File: src/rtl/assert_macros.svh
// Assertion macros for the top-level RTL file, which checks its own behavior.
`ifndef ASSERT_MACROS_SVH
`define ASSERT_MACROS_SVH

// Checks a property on every rising clock edge while reset is released.
`define BPA_ASSERT(lbl, clk, rst_n, prop) \
    lbl: assert property (@(posedge clk) disable iff (!(rst_n)) (prop)) \
        else $error("%m: assertion failed");

// Checks that a condition implies another one in the following cycle.
`define BPA_ASSERT_NEXT(lbl, clk, rst_n, cond, prop) \
    lbl: assert property (@(posedge clk) disable iff (!(rst_n)) (cond) |=> (prop)) \
        else $error("%m: assertion failed");

`endif

File: src/rtl/bpa_pkg.sv
// Shared constants, types and helper function of the bitmap page allocator.
package bpa_pkg;

    localparam int MAX_PAGES  = 1024;
    localparam int PAGE_SHIFT = 12;
    localparam int WORD_W     = 64;
    localparam int BIT_W      = $clog2(WORD_W);
    localparam int N_WORDS    = (MAX_PAGES + WORD_W - 1) / WORD_W;
    localparam int WIDX_W     = (N_WORDS > 1) ? $clog2(N_WORDS) : 1;
    localparam int PIDX_W     = WIDX_W + BIT_W;
    localparam int ADDR_W     = 32;
    localparam int CNT_W      = 11;
    localparam int CFG_IDX_W  = 2;
    localparam int CFG_W      = 32;
    localparam int OUT_W      = 48;

    localparam logic [CNT_W-1:0] PAGES_RESET = CNT_W'(1024);

    localparam logic REQ_ALLOC = 1'b0;
    localparam logic REQ_FREE  = 1'b1;

    localparam logic [CFG_IDX_W-1:0] CFG_BASE  = CFG_IDX_W'(0);
    localparam logic [CFG_IDX_W-1:0] CFG_PAGES = CFG_IDX_W'(1);
    localparam logic [CFG_IDX_W-1:0] CFG_VMODE = CFG_IDX_W'(2);

    typedef enum logic [1:0] {
        ST_OK      = 2'd0,
        ST_FULL    = 2'd1,
        ST_INVALID = 2'd2
    } t_status;

    typedef enum logic [1:0] {
        MAP_NONE  = 2'd0,
        MAP_MAP   = 2'd1,
        MAP_UNMAP = 2'd2
    } t_map;

    typedef struct packed {
        logic accept;
        logic look;
        logic resolve;
        logic commit;
    } t_dp_cmd;

    typedef struct packed {
        logic out_free;
    } t_dp_stat;

    // Page count limited to the size of the bitmap.
    function automatic logic [CNT_W-1:0] eff_count(input logic [CNT_W-1:0] pc);
        logic [CNT_W-1:0] res;
        res = pc;
        if (32'(pc) > MAX_PAGES) begin
            res = CNT_W'(MAX_PAGES);
        end
        return res;
    endfunction

endpackage

File: src/rtl/bpa_ctrl.sv
// Sequencer of the bitmap page allocator: accept, word lookup, bit resolve, commit.
module bpa_ctrl (
    input  logic              i_clk,
    input  logic              i_rst_n,
    input  logic              i_in_valid,
    output logic              o_in_ready,
    input  bpa_pkg::t_dp_stat i_stat,
    output bpa_pkg::t_dp_cmd  o_cmd
);

    typedef enum logic [3:0] {
        S_IDLE   = 4'b0001,
        S_LOOK   = 4'b0010,
        S_READ   = 4'b0100,
        S_COMMIT = 4'b1000
    } t_state;

    t_state r_state;
    t_state n_state;

    always_comb begin
        n_state = r_state;
        unique case (r_state)
            S_IDLE: begin
                if (i_in_valid) begin
                    n_state = S_LOOK;
                end
            end
            S_LOOK:   n_state = S_READ;
            S_READ:   n_state = S_COMMIT;
            S_COMMIT: begin
                if (i_stat.out_free) begin
                    n_state = S_IDLE;
                end
            end
            default:  n_state = S_IDLE;
        endcase
    end

    always_ff @(posedge i_clk) begin
        if (!i_rst_n) begin
            r_state <= S_IDLE;
        end else begin
            r_state <= n_state;
        end
    end

    assign o_in_ready     = (r_state == S_IDLE);
    assign o_cmd.accept   = (r_state == S_IDLE) && i_in_valid;
    assign o_cmd.look     = (r_state == S_LOOK);
    assign o_cmd.resolve  = (r_state == S_READ);
    assign o_cmd.commit   = (r_state == S_COMMIT) && i_stat.out_free;

endmodule

File: src/rtl/bpa_dp.sv
// Datapath of the bitmap page allocator: registers, bitmap memory, search and result.
module bpa_dp (
    input  logic                           i_clk,
    input  logic                           i_rst_n,
    input  logic                           i_cfg_we,
    input  logic [bpa_pkg::CFG_IDX_W-1:0]  i_cfg_idx,
    input  logic [bpa_pkg::CFG_W-1:0]      i_cfg_data,
    input  logic                           i_req_type,
    input  logic [bpa_pkg::ADDR_W-1:0]     i_free_address,
    input  bpa_pkg::t_dp_cmd               i_cmd,
    output bpa_pkg::t_dp_stat              o_stat,
    output logic                           o_out_valid,
    input  logic                           i_out_ready,
    output logic [bpa_pkg::OUT_W-1:0]      o_out_data
);

    // Configuration and counters.
    logic [bpa_pkg::ADDR_W-1:0] r_base;
    logic [bpa_pkg::CNT_W-1:0]  r_pages;
    logic                       r_vmode;
    logic [bpa_pkg::CNT_W-1:0]  r_free_cnt;
    logic [bpa_pkg::N_WORDS-1:0] r_valid;
    logic [bpa_pkg::N_WORDS-1:0] r_full;

    // Bitmap storage, one word of used bits per row.
    logic [bpa_pkg::WORD_W-1:0] mem [bpa_pkg::N_WORDS];

    // Request and intermediate registers.
    logic                       r_req;
    logic [bpa_pkg::ADDR_W-1:0] r_addr;
    logic [bpa_pkg::WIDX_W-1:0] r_widx;
    logic [bpa_pkg::BIT_W-1:0]  r_bit;
    logic                       r_cand;
    logic                       r_rd_valid;
    logic [bpa_pkg::WORD_W-1:0] r_rd_data;
    logic                       r_ok;
    logic [bpa_pkg::WORD_W-1:0] r_new_word;

    // Output register.
    logic                       r_out_valid;
    logic [bpa_pkg::OUT_W-1:0]  r_out_data;

    logic [bpa_pkg::CNT_W-1:0]  limit;
    logic [bpa_pkg::ADDR_W-1:0] free_off;
    logic [bpa_pkg::ADDR_W-1:0] free_idx;
    logic                       free_in_range;
    logic [bpa_pkg::WIDX_W-1:0] first_open;
    logic                       any_open;
    logic [bpa_pkg::WIDX_W-1:0] look_widx;
    logic                       look_cand;
    logic [bpa_pkg::ADDR_W-1:0] word_base;

    logic [bpa_pkg::WORD_W-1:0] cur_word;
    logic [bpa_pkg::ADDR_W-1:0] remaining;
    logic [bpa_pkg::WORD_W-1:0] tail_mask;
    logic [bpa_pkg::WORD_W-1:0] masked_word;
    logic [bpa_pkg::BIT_W-1:0]  zero_bit;
    logic                       zero_found;
    logic [bpa_pkg::BIT_W-1:0]  res_bit;
    logic                       res_ok;
    logic [bpa_pkg::WORD_W-1:0] res_word;

    logic [bpa_pkg::PIDX_W-1:0] page_idx;
    logic [bpa_pkg::ADDR_W-1:0] alloc_addr;
    logic [bpa_pkg::CNT_W-1:0]  n_free_cnt;
    logic [bpa_pkg::ADDR_W-1:0] res_addr;
    bpa_pkg::t_status           res_status;
    bpa_pkg::t_map              res_map;
    logic                       out_free;

    assign limit = bpa_pkg::eff_count(r_pages);

    // Page index of the address to free.
    assign free_off      = r_addr - r_base;
    assign free_idx      = free_off >> bpa_pkg::PAGE_SHIFT;
    assign free_in_range = free_idx < bpa_pkg::ADDR_W'(limit);

    // First bitmap word that still holds a free page.
    always_comb begin
        first_open = '0;
        any_open   = 1'b0;
        for (int k = bpa_pkg::N_WORDS - 1; k >= 0; k--) begin
            if (!r_full[k]) begin
                first_open = bpa_pkg::WIDX_W'(k);
                any_open   = 1'b1;
            end
        end
    end

    assign word_base = bpa_pkg::ADDR_W'(first_open) << bpa_pkg::BIT_W;

    always_comb begin
        if (r_req == bpa_pkg::REQ_ALLOC) begin
            look_widx = first_open;
            look_cand = (r_free_cnt != '0) && any_open
                        && (word_base < bpa_pkg::ADDR_W'(limit));
        end else begin
            look_widx = free_idx[bpa_pkg::PIDX_W-1:bpa_pkg::BIT_W];
            look_cand = free_in_range;
        end
    end

    // Resolve the bit inside the word that was read.
    assign cur_word  = r_rd_valid ? r_rd_data : '0;
    assign remaining = bpa_pkg::ADDR_W'(limit)
                       - (bpa_pkg::ADDR_W'(r_widx) << bpa_pkg::BIT_W);

    always_comb begin
        if (remaining >= bpa_pkg::ADDR_W'(bpa_pkg::WORD_W)) begin
            tail_mask = '0;
        end else begin
            tail_mask = ~((bpa_pkg::WORD_W'(1) << remaining[bpa_pkg::BIT_W-1:0])
                          - bpa_pkg::WORD_W'(1));
        end
    end

    assign masked_word = cur_word | tail_mask;

    always_comb begin
        zero_bit   = '0;
        zero_found = 1'b0;
        for (int j = bpa_pkg::WORD_W - 1; j >= 0; j--) begin
            if (!masked_word[j]) begin
                zero_bit   = bpa_pkg::BIT_W'(j);
                zero_found = 1'b1;
            end
        end
    end

    always_comb begin
        if (r_req == bpa_pkg::REQ_ALLOC) begin
            res_bit  = zero_bit;
            res_ok   = r_cand && zero_found;
            res_word = cur_word | (bpa_pkg::WORD_W'(1) << zero_bit);
        end else begin
            res_bit  = r_bit;
            res_ok   = r_cand && cur_word[r_bit];
            res_word = cur_word & ~(bpa_pkg::WORD_W'(1) << r_bit);
        end
    end

    // Result of the request.
    assign page_idx   = {r_widx, r_bit};
    assign alloc_addr = r_base + (bpa_pkg::ADDR_W'(page_idx) << bpa_pkg::PAGE_SHIFT);

    always_comb begin
        n_free_cnt = r_free_cnt;
        res_addr   = '0;
        res_map    = bpa_pkg::MAP_NONE;
        if (r_req == bpa_pkg::REQ_ALLOC) begin
            res_status = r_ok ? bpa_pkg::ST_OK : bpa_pkg::ST_FULL;
            if (r_ok) begin
                n_free_cnt = r_free_cnt - bpa_pkg::CNT_W'(1);
                res_addr   = alloc_addr;
                if (r_vmode) begin
                    res_map = bpa_pkg::MAP_MAP;
                end
            end
        end else begin
            res_status = r_ok ? bpa_pkg::ST_OK : bpa_pkg::ST_INVALID;
            if (r_ok) begin
                n_free_cnt = r_free_cnt + bpa_pkg::CNT_W'(1);
                if (r_vmode) begin
                    res_map = bpa_pkg::MAP_UNMAP;
                end
            end
        end
    end

    assign out_free        = !r_out_valid || i_out_ready;
    assign o_stat.out_free = out_free;

    // Control state: configuration, counters, row flags and output valid.
    always_ff @(posedge i_clk) begin
        if (!i_rst_n) begin
            r_base      <= '0;
            r_pages     <= bpa_pkg::PAGES_RESET;
            r_vmode     <= 1'b1;
            r_free_cnt  <= bpa_pkg::eff_count(bpa_pkg::PAGES_RESET);
            r_valid     <= '0;
            r_full      <= '0;
            r_out_valid <= 1'b0;
        end else begin
            if (i_cfg_we) begin
                unique case (i_cfg_idx)
                    bpa_pkg::CFG_BASE: r_base <= i_cfg_data;
                    bpa_pkg::CFG_PAGES: begin
                        r_pages    <= i_cfg_data[bpa_pkg::CNT_W-1:0];
                        r_free_cnt <= bpa_pkg::eff_count(i_cfg_data[bpa_pkg::CNT_W-1:0]);
                        r_valid    <= '0;
                        r_full     <= '0;
                    end
                    bpa_pkg::CFG_VMODE: r_vmode <= i_cfg_data[0];
                    default: ;
                endcase
            end
            if (i_cmd.commit) begin
                r_out_valid <= 1'b1;
                r_free_cnt  <= n_free_cnt;
                if (r_ok) begin
                    r_valid[r_widx] <= 1'b1;
                    r_full[r_widx]  <= &r_new_word;
                end
            end else if (i_out_ready) begin
                r_out_valid <= 1'b0;
            end
        end
    end

    // Payload registers and the bitmap memory.
    always_ff @(posedge i_clk) begin
        if (i_cmd.accept) begin
            r_req  <= i_req_type;
            r_addr <= i_free_address;
        end
        if (i_cmd.look) begin
            r_widx     <= look_widx;
            r_cand     <= look_cand;
            r_bit      <= free_idx[bpa_pkg::BIT_W-1:0];
            r_rd_data  <= mem[look_widx];
            r_rd_valid <= r_valid[look_widx];
        end
        if (i_cmd.resolve) begin
            r_bit      <= res_bit;
            r_ok       <= res_ok;
            r_new_word <= res_word;
        end
        if (i_cmd.commit) begin
            if (r_ok) begin
                mem[r_widx] <= r_new_word;
            end
            r_out_data <= {1'b0, n_free_cnt, res_map, res_status, res_addr};
        end
    end

    assign o_out_valid = r_out_valid;
    assign o_out_data  = r_out_data;

endmodule

File: src/rtl/bitmap_page_allocator.sv
// Top level of the bitmap page allocator: sequencer, datapath and checks.
//
// Requests arrive on the s_axis channel: tuser carries the request type
// (allocate or free) and tdata the address of the page to free. Each
// transfer produces exactly one result transfer on the m_axis channel with
// the allocated address, the status, the map action and the free count.
// Configuration is written through i_cfg_we, i_cfg_idx and i_cfg_data
// while no request is in flight; the user must ensure this, as the block
// does not. Writing the page count empties the bitmap. A request has four
// steps: the transfer, a lookup of its word (the first word with a free page
// in the row summary flags, or the word of the address to free) with a read
// of that bitmap word, a resolve of the page bit, and the commit that writes
// the word back and the result into the output register. A new request is
// taken only in the cycle after the last one's commit. When the receiver
// stalls, the result waits in the output register; a following request then
// waits at its commit step until that register is free. Reset marks every
// page free at once and restores base address 0, 1024 pages and virtual mode.
`include "assert_macros.svh"

module bitmap_page_allocator (
    input  logic                          i_clk,
    input  logic                          i_rst_n,
    input  logic                          i_cfg_we,
    input  logic [bpa_pkg::CFG_IDX_W-1:0] i_cfg_idx,
    input  logic [bpa_pkg::CFG_W-1:0]     i_cfg_data,
    input  logic                          s_axis_tvalid,
    output logic                          s_axis_tready,
    // free_address[31:0].
    input  logic [bpa_pkg::ADDR_W-1:0]    s_axis_tdata,
    // req_type[0].
    input  logic                          s_axis_tuser,
    output logic                          m_axis_tvalid,
    input  logic                          m_axis_tready,
    // page_address[31:0], status[33:32], map_action[35:34], free_pages[46:36].
    output logic [bpa_pkg::OUT_W-1:0]     m_axis_tdata
);

    bpa_pkg::t_dp_cmd  cmd;
    bpa_pkg::t_dp_stat stat;

    bpa_ctrl u_ctrl (
        .i_clk      (i_clk),
        .i_rst_n    (i_rst_n),
        .i_in_valid (s_axis_tvalid),
        .o_in_ready (s_axis_tready),
        .i_stat     (stat),
        .o_cmd      (cmd)
    );

    bpa_dp u_dp (
        .i_clk          (i_clk),
        .i_rst_n        (i_rst_n),
        .i_cfg_we       (i_cfg_we),
        .i_cfg_idx      (i_cfg_idx),
        .i_cfg_data     (i_cfg_data),
        .i_req_type     (s_axis_tuser),
        .i_free_address (s_axis_tdata),
        .i_cmd          (cmd),
        .o_stat         (stat),
        .o_out_valid    (m_axis_tvalid),
        .i_out_ready    (m_axis_tready),
        .o_out_data     (m_axis_tdata)
    );

    `BPA_ASSERT_NEXT(a_one_at_a_time, i_clk, i_rst_n, s_axis_tvalid && s_axis_tready, !s_axis_tready)
    `BPA_ASSERT(a_count_bound, i_clk, i_rst_n, !m_axis_tvalid || (32'(m_axis_tdata[46:36]) <= bpa_pkg::MAX_PAGES))
    `BPA_ASSERT(a_full_no_addr, i_clk, i_rst_n, !(m_axis_tvalid && (m_axis_tdata[33:32] == bpa_pkg::ST_FULL)) || (m_axis_tdata[31:0] == '0))
    `BPA_ASSERT(a_map_only_ok, i_clk, i_rst_n, !(m_axis_tvalid && (m_axis_tdata[35:34] != bpa_pkg::MAP_NONE)) || (m_axis_tdata[33:32] == bpa_pkg::ST_OK))

endmodule
File: config.mk
export PLATFORM = sky130hd
export DESIGN_NAME = bitmap_page_allocator
export DESIGN_NICKNAME = d
export VERILOG_FILES = /design/src/rtl/bpa_pkg.sv /design/src/rtl/bpa_ctrl.sv /design/src/rtl/bpa_dp.sv /design/src/rtl/bitmap_page_allocator.sv
export VERILOG_INCLUDE_DIRS = /design/src /design/src/rtl
export SDC_FILE = /design/constraint.sdc
export NUM_CORES = 2
export LEC_CHECK = 0
export BUFFER_PORTS_ARGS = -buffer_cell sky130_fd_sc_hd__buf_2
export CAP_MARGIN = 20
export CORE_UTILIZATION = 48
export DETAILED_ROUTE_END_ITERATION = 10
export PLACE_DENSITY_LB_ADDON = 0.08
export SYNTH_ARGS = -nofsm -noshare
export SYNTH_HDL_FRONTEND = slang
export SYNTH_SLANG_ARGS = --single-unit
File: constraint.sdc
create_clock -name i_clk -period 11.4 [get_ports i_clk]
set_clock_uncertainty 0.2 [all_clocks]
set_input_delay 2.28 -clock i_clk [delete_from_list [all_inputs] [get_ports i_clk]]
set_output_delay 2.28 -clock i_clk [all_outputs]
set_load 0.03 [all_outputs]
==> impl_metrics.csv <==
group,metric,value,unit
run_status,status,"complete, no violations",
detailed_routing,drc_errors,0,
yosys,ys_seq_elements,1337,
setup_path,critPathRequiredTime,11770,ps
yosys,netlist.area_leader.share,0.618,
yosys,ys_seq_area_frac,0.649,
setup_path,reg2regPathDepth,16,
timing,setup_violations,0,
finish,nets,4853,
yosys,synth_area_leaders,"edfxtp_1, o211ai_1, mux2_2",
timing,slew_violations,0,
finish,stdcell_count,6471,
place,dp.final_hpwl,116,mm
detailed_routing,via_per_inst,6.37,
finish,multiInputGateArea,0.0187,sq mm
global_route,overflow,0,
power,power.density,164,mW/mm^2
setup_path,rr_endpoint,"u_dp.r_new_word[61]",
yosys,synthCells,4709,
timing,final.setup.tns,0,ps
place,placedInstanceArea,0.0626,sq mm
place,gp_congestion,1.03,
timing,rsz0062_at_grt,"no",
yosys,yosys.area.top_type,"edfxtp_1",
clocking,cts_root_buf,"clkbuf_16",
global_route,grt_max_degree,168,
place,io_buffers,120,
setup_path,cp_max_fo,38,
finish,fillers,10551,
timing,final.min_clock_period,7260,ps
floorplan,die_w,357,um
detailed_routing,num_vias,41231,
yosys,synth_ff_type,"edfxtp_1",
clocking,cts.path.max_buffers,3,
min_path,min_path_type,"reg -> reg",
floorplan,fp.dieH,357,um
clocking,postCtsSetupBuffers,0,
global_route,antenna_found_initial,8,
clocking,clk_pin_slew_worst_paths,60,ps
yosys,postSynthNetCount,4845,
timing,max_slew_margin,0.142,
timing,final_hold_viol_count,0,
clocking,ctsHoldBuffers,0,
finish,regArea,0.0392,sq mm
floorplan,coreArea,0.124,sq mm
setup_path,start_kind,"flip-flop",
detailed_routing,routed_wirelength,196,mm
finish,design_area,0.0671,sq mm
global_route,grt_pass1_vias,39452,
detailed_routing,drt_first_iter_violations,5145,
clocking,cts_tree,"done",
setup_path,cp-end-kind,"flip-flop",
finish,area_delta_synth_final,11.0,%
place,placed_cells,6208,
yosys,syn_area,0.0605,sq mm
yosys,syn_area_per_cell,12.8,sq um
global_route,grt_pass1_wl,281,mm
setup_path,crit_arrival,7630,ps
run,cap_violations,0,
timing,fmax,0.138,GHz
yosys,ys_types,98,
clocking,cts_buffers,144,
setup_path,reg2reg_setup_slack,4140,ps
setup_path,worstSetupPathType,"reg -> reg",
finish,utilization,0.540,
setup_path,r2r-start,"u_dp.r_pages[10]",
finish,drive_above_1_share,0.156,
detailed_routing,ant_nets,0,
floorplan,io_pins,122,
power,leakage,21.7,nW
yosys,synthArstFlopShare,0,
floorplan,start_util,0.487,
global_route,grt_use_total,0.305,
min_path,min_to,"u_dp.r_base[1]",
timing,max_slew.worst_pin.slew,1270,ps
floorplan,rows,129,
yosys,ys_warn_count,0,
detailed_routing,drtPass1Iterations,5,
clocking,cts_max_level,4,
min_path,min_from,"u_dp.r_base[1]",
clocking,cts_sinks,1337,
power,ir_worst_vdd,151,uV
clocking,clk_latency,800,ps
detailed_routing,routedWlPerCell,30.2,um
min_path,min_delay_path_depth,2,
floorplan,die_area,0.127,sq mm
timing,finalCritPeriodShare,0.637,
yosys,synth-edff-count,1245,
clocking,cts_resized,0,
[per-layer routing]
| metal | track usage | vias to the layer above | share of wire |
|---|---|---|---|
| met1 | 0.432 | 20824 | 0.43 |
| met2 | 0.473 | 1871 | 0.45 |
| met4 | 0.108 | 0 | 0.036 |
| met5 | 0 | - | 0 |
| li1 | - | 18176 | - |
| met3 | 0.0532 | 360 | 0.078 |
[worst max-delay path by stage]
stage	start	end	slack [ps]	cells after the start
after CTS	u_dp.r_pages[10]	u_dp.r_new_word[54]	4400	18
after global placement	u_dp.r_pages[10]	u_dp.r_new_word[53]	4580	18
final	u_dp.r_pages[10]	u_dp.r_new_word[61]	4140	16
after floorplan	u_ctrl.r_state[1]	u_dp.r_cand	2730	1
after detailed placement	u_dp.r_pages[10]	u_dp.r_new_word[41]	4480	16
after global routing	u_dp.r_pages[10]	u_dp.r_new_word[39]	3740	18
[final cells by class]
cell class / instances / area share
clock buffer: 191 / 0.0578
multi-input combinational: 2681 / 0.278
inverter: 358 / 0.0207
sequential: 1337 / 0.584
tap: 1637 / 0.0305
timing repair buffer: 195 / 0.0183
clock inverter: 70 / 0.0102
antenna: 2 / 0.0000745
[cell usage after synthesis (14+ instances only)]
cell type  count
a211oi_1      22
a21boi_0      69
a21o_1        19
a21oi_1       82
a31oi_1       32
and2_1        34
and3_1        20
buf_2         17
clkbuf_1     298
dfxtp_1       92
edfxtp_1    1245
ha_1          62
inv_1        353
mux2_2       264
mux4_2        15
nand2_1      278
nand2b_1      14
nand3_1       91
nand3b_1      14
nand4_1      105
nor2_1       150
nor2b_1       25
nor3_1        55
nor4_1        26
o211ai_1     551
o21a_1        15
o21ai_0      388
o22ai_1       43
o31ai_1       17
or3_1         22
xnor2_1       28
[placed cells by master (no fill, tap or decap), types with 21 or more instances in the layout]
| master | synthesis | final |
|---|---|---|
| clkbuf_1 | 298 | 40 |
| o22ai_1 | 43 | 43 |
| clkinv_2 | 0 | 21 |
| buf_2 | 17 | 120 |
| buf_4 | 2 | 70 |
| mux2_2 | 264 | 264 |
| a21oi_1 | 82 | 82 |
| nor4_1 | 26 | 26 |
| nor2b_1 | 25 | 25 |
| nand2_1 | 278 | 278 |
| nand4_1 | 105 | 105 |
| or3_1 | 22 | 22 |
| a211oi_1 | 22 | 22 |
| dfxtp_1 | 92 | 91 |
| nor3_1 | 55 | 55 |
| clkinv_1 | 3 | 24 |
| inv_1 | 353 | 335 |
| a21boi_0 | 69 | 69 |
| xnor2_1 | 28 | 28 |
| clkbuf_16 | 0 | 147 |
| nor2_1 | 150 | 144 |
| o211ai_1 | 551 | 551 |
| ha_1 | 62 | 62 |
| and2_1 | 34 | 33 |
| a31oi_1 | 32 | 32 |
| edfxtp_1 | 1245 | 1245 |
| o21ai_0 | 388 | 388 |
| nand3_1 | 91 | 91 |
[through the flow]
stage,hold slack (ps),total power [mW],worst slack (ps)
floorplan,240,6.15,2730
global placement,252,6.50,4580
detailed placement,258,6.50,4480
CTS,267,11.1,4400
global route,281,11.3,3740
finish,264,11.0,4140
[state kept, by name, summed over array words and instances (netlist names), 6 cells and up]
| name | flops |
|---|---|
| u_dp.r_base | 32 |
| u_dp.r_free_cnt | 11 |
| u_dp.o_out_data | 47 |
| u_dp.r_rd_data | 64 |
| u_dp.r_full | 16 |
| u_dp.r_pages | 11 |
| u_dp.r_addr | 32 |
| u_dp.r_valid | 16 |
| u_dp.r_bit | 6 |
| u_dp.r_new_word | 64 |
| u_dp.mem | 1024 |
[worst max-delay path, stage by stage, from the launching register on]
cell and delay, ps:
dfxtp_1 320, buf_4 380, clkinv_1 660, nand2_1 370, ha_1 240, fa_1 210
xor2_1 210, o211ai_1 150, o211a_1 640, o41ai_1 850, nor2_1 80, a221o_1 290
or4_4 440, a2111oi_4 410, a221o_1 280, nand3b_1 730, o21ai_0 550
[cell families after synthesis]
group,synth area share
flip-flops,0.649
AND/OR/NAND/NOR,0.0748
multiplexers,0.0566
buffers and inverters,0.0443
XOR/XNOR,0.00565
adder cells (fa/ha/maj),0.0135
other,0.0000620
AO/OA/AOI/OAI,0.157
[report_power, final]
group	switching (mW)	leakage, nW	total (mW)	internal [mW]
logic	0.693	7.59	1.04	0.343
registers	0.0291	11.9	5.37	5.34
clock network	1.96	2.22	4.58	2.62
Note: power is estimated with default switching activity, not from simulation.
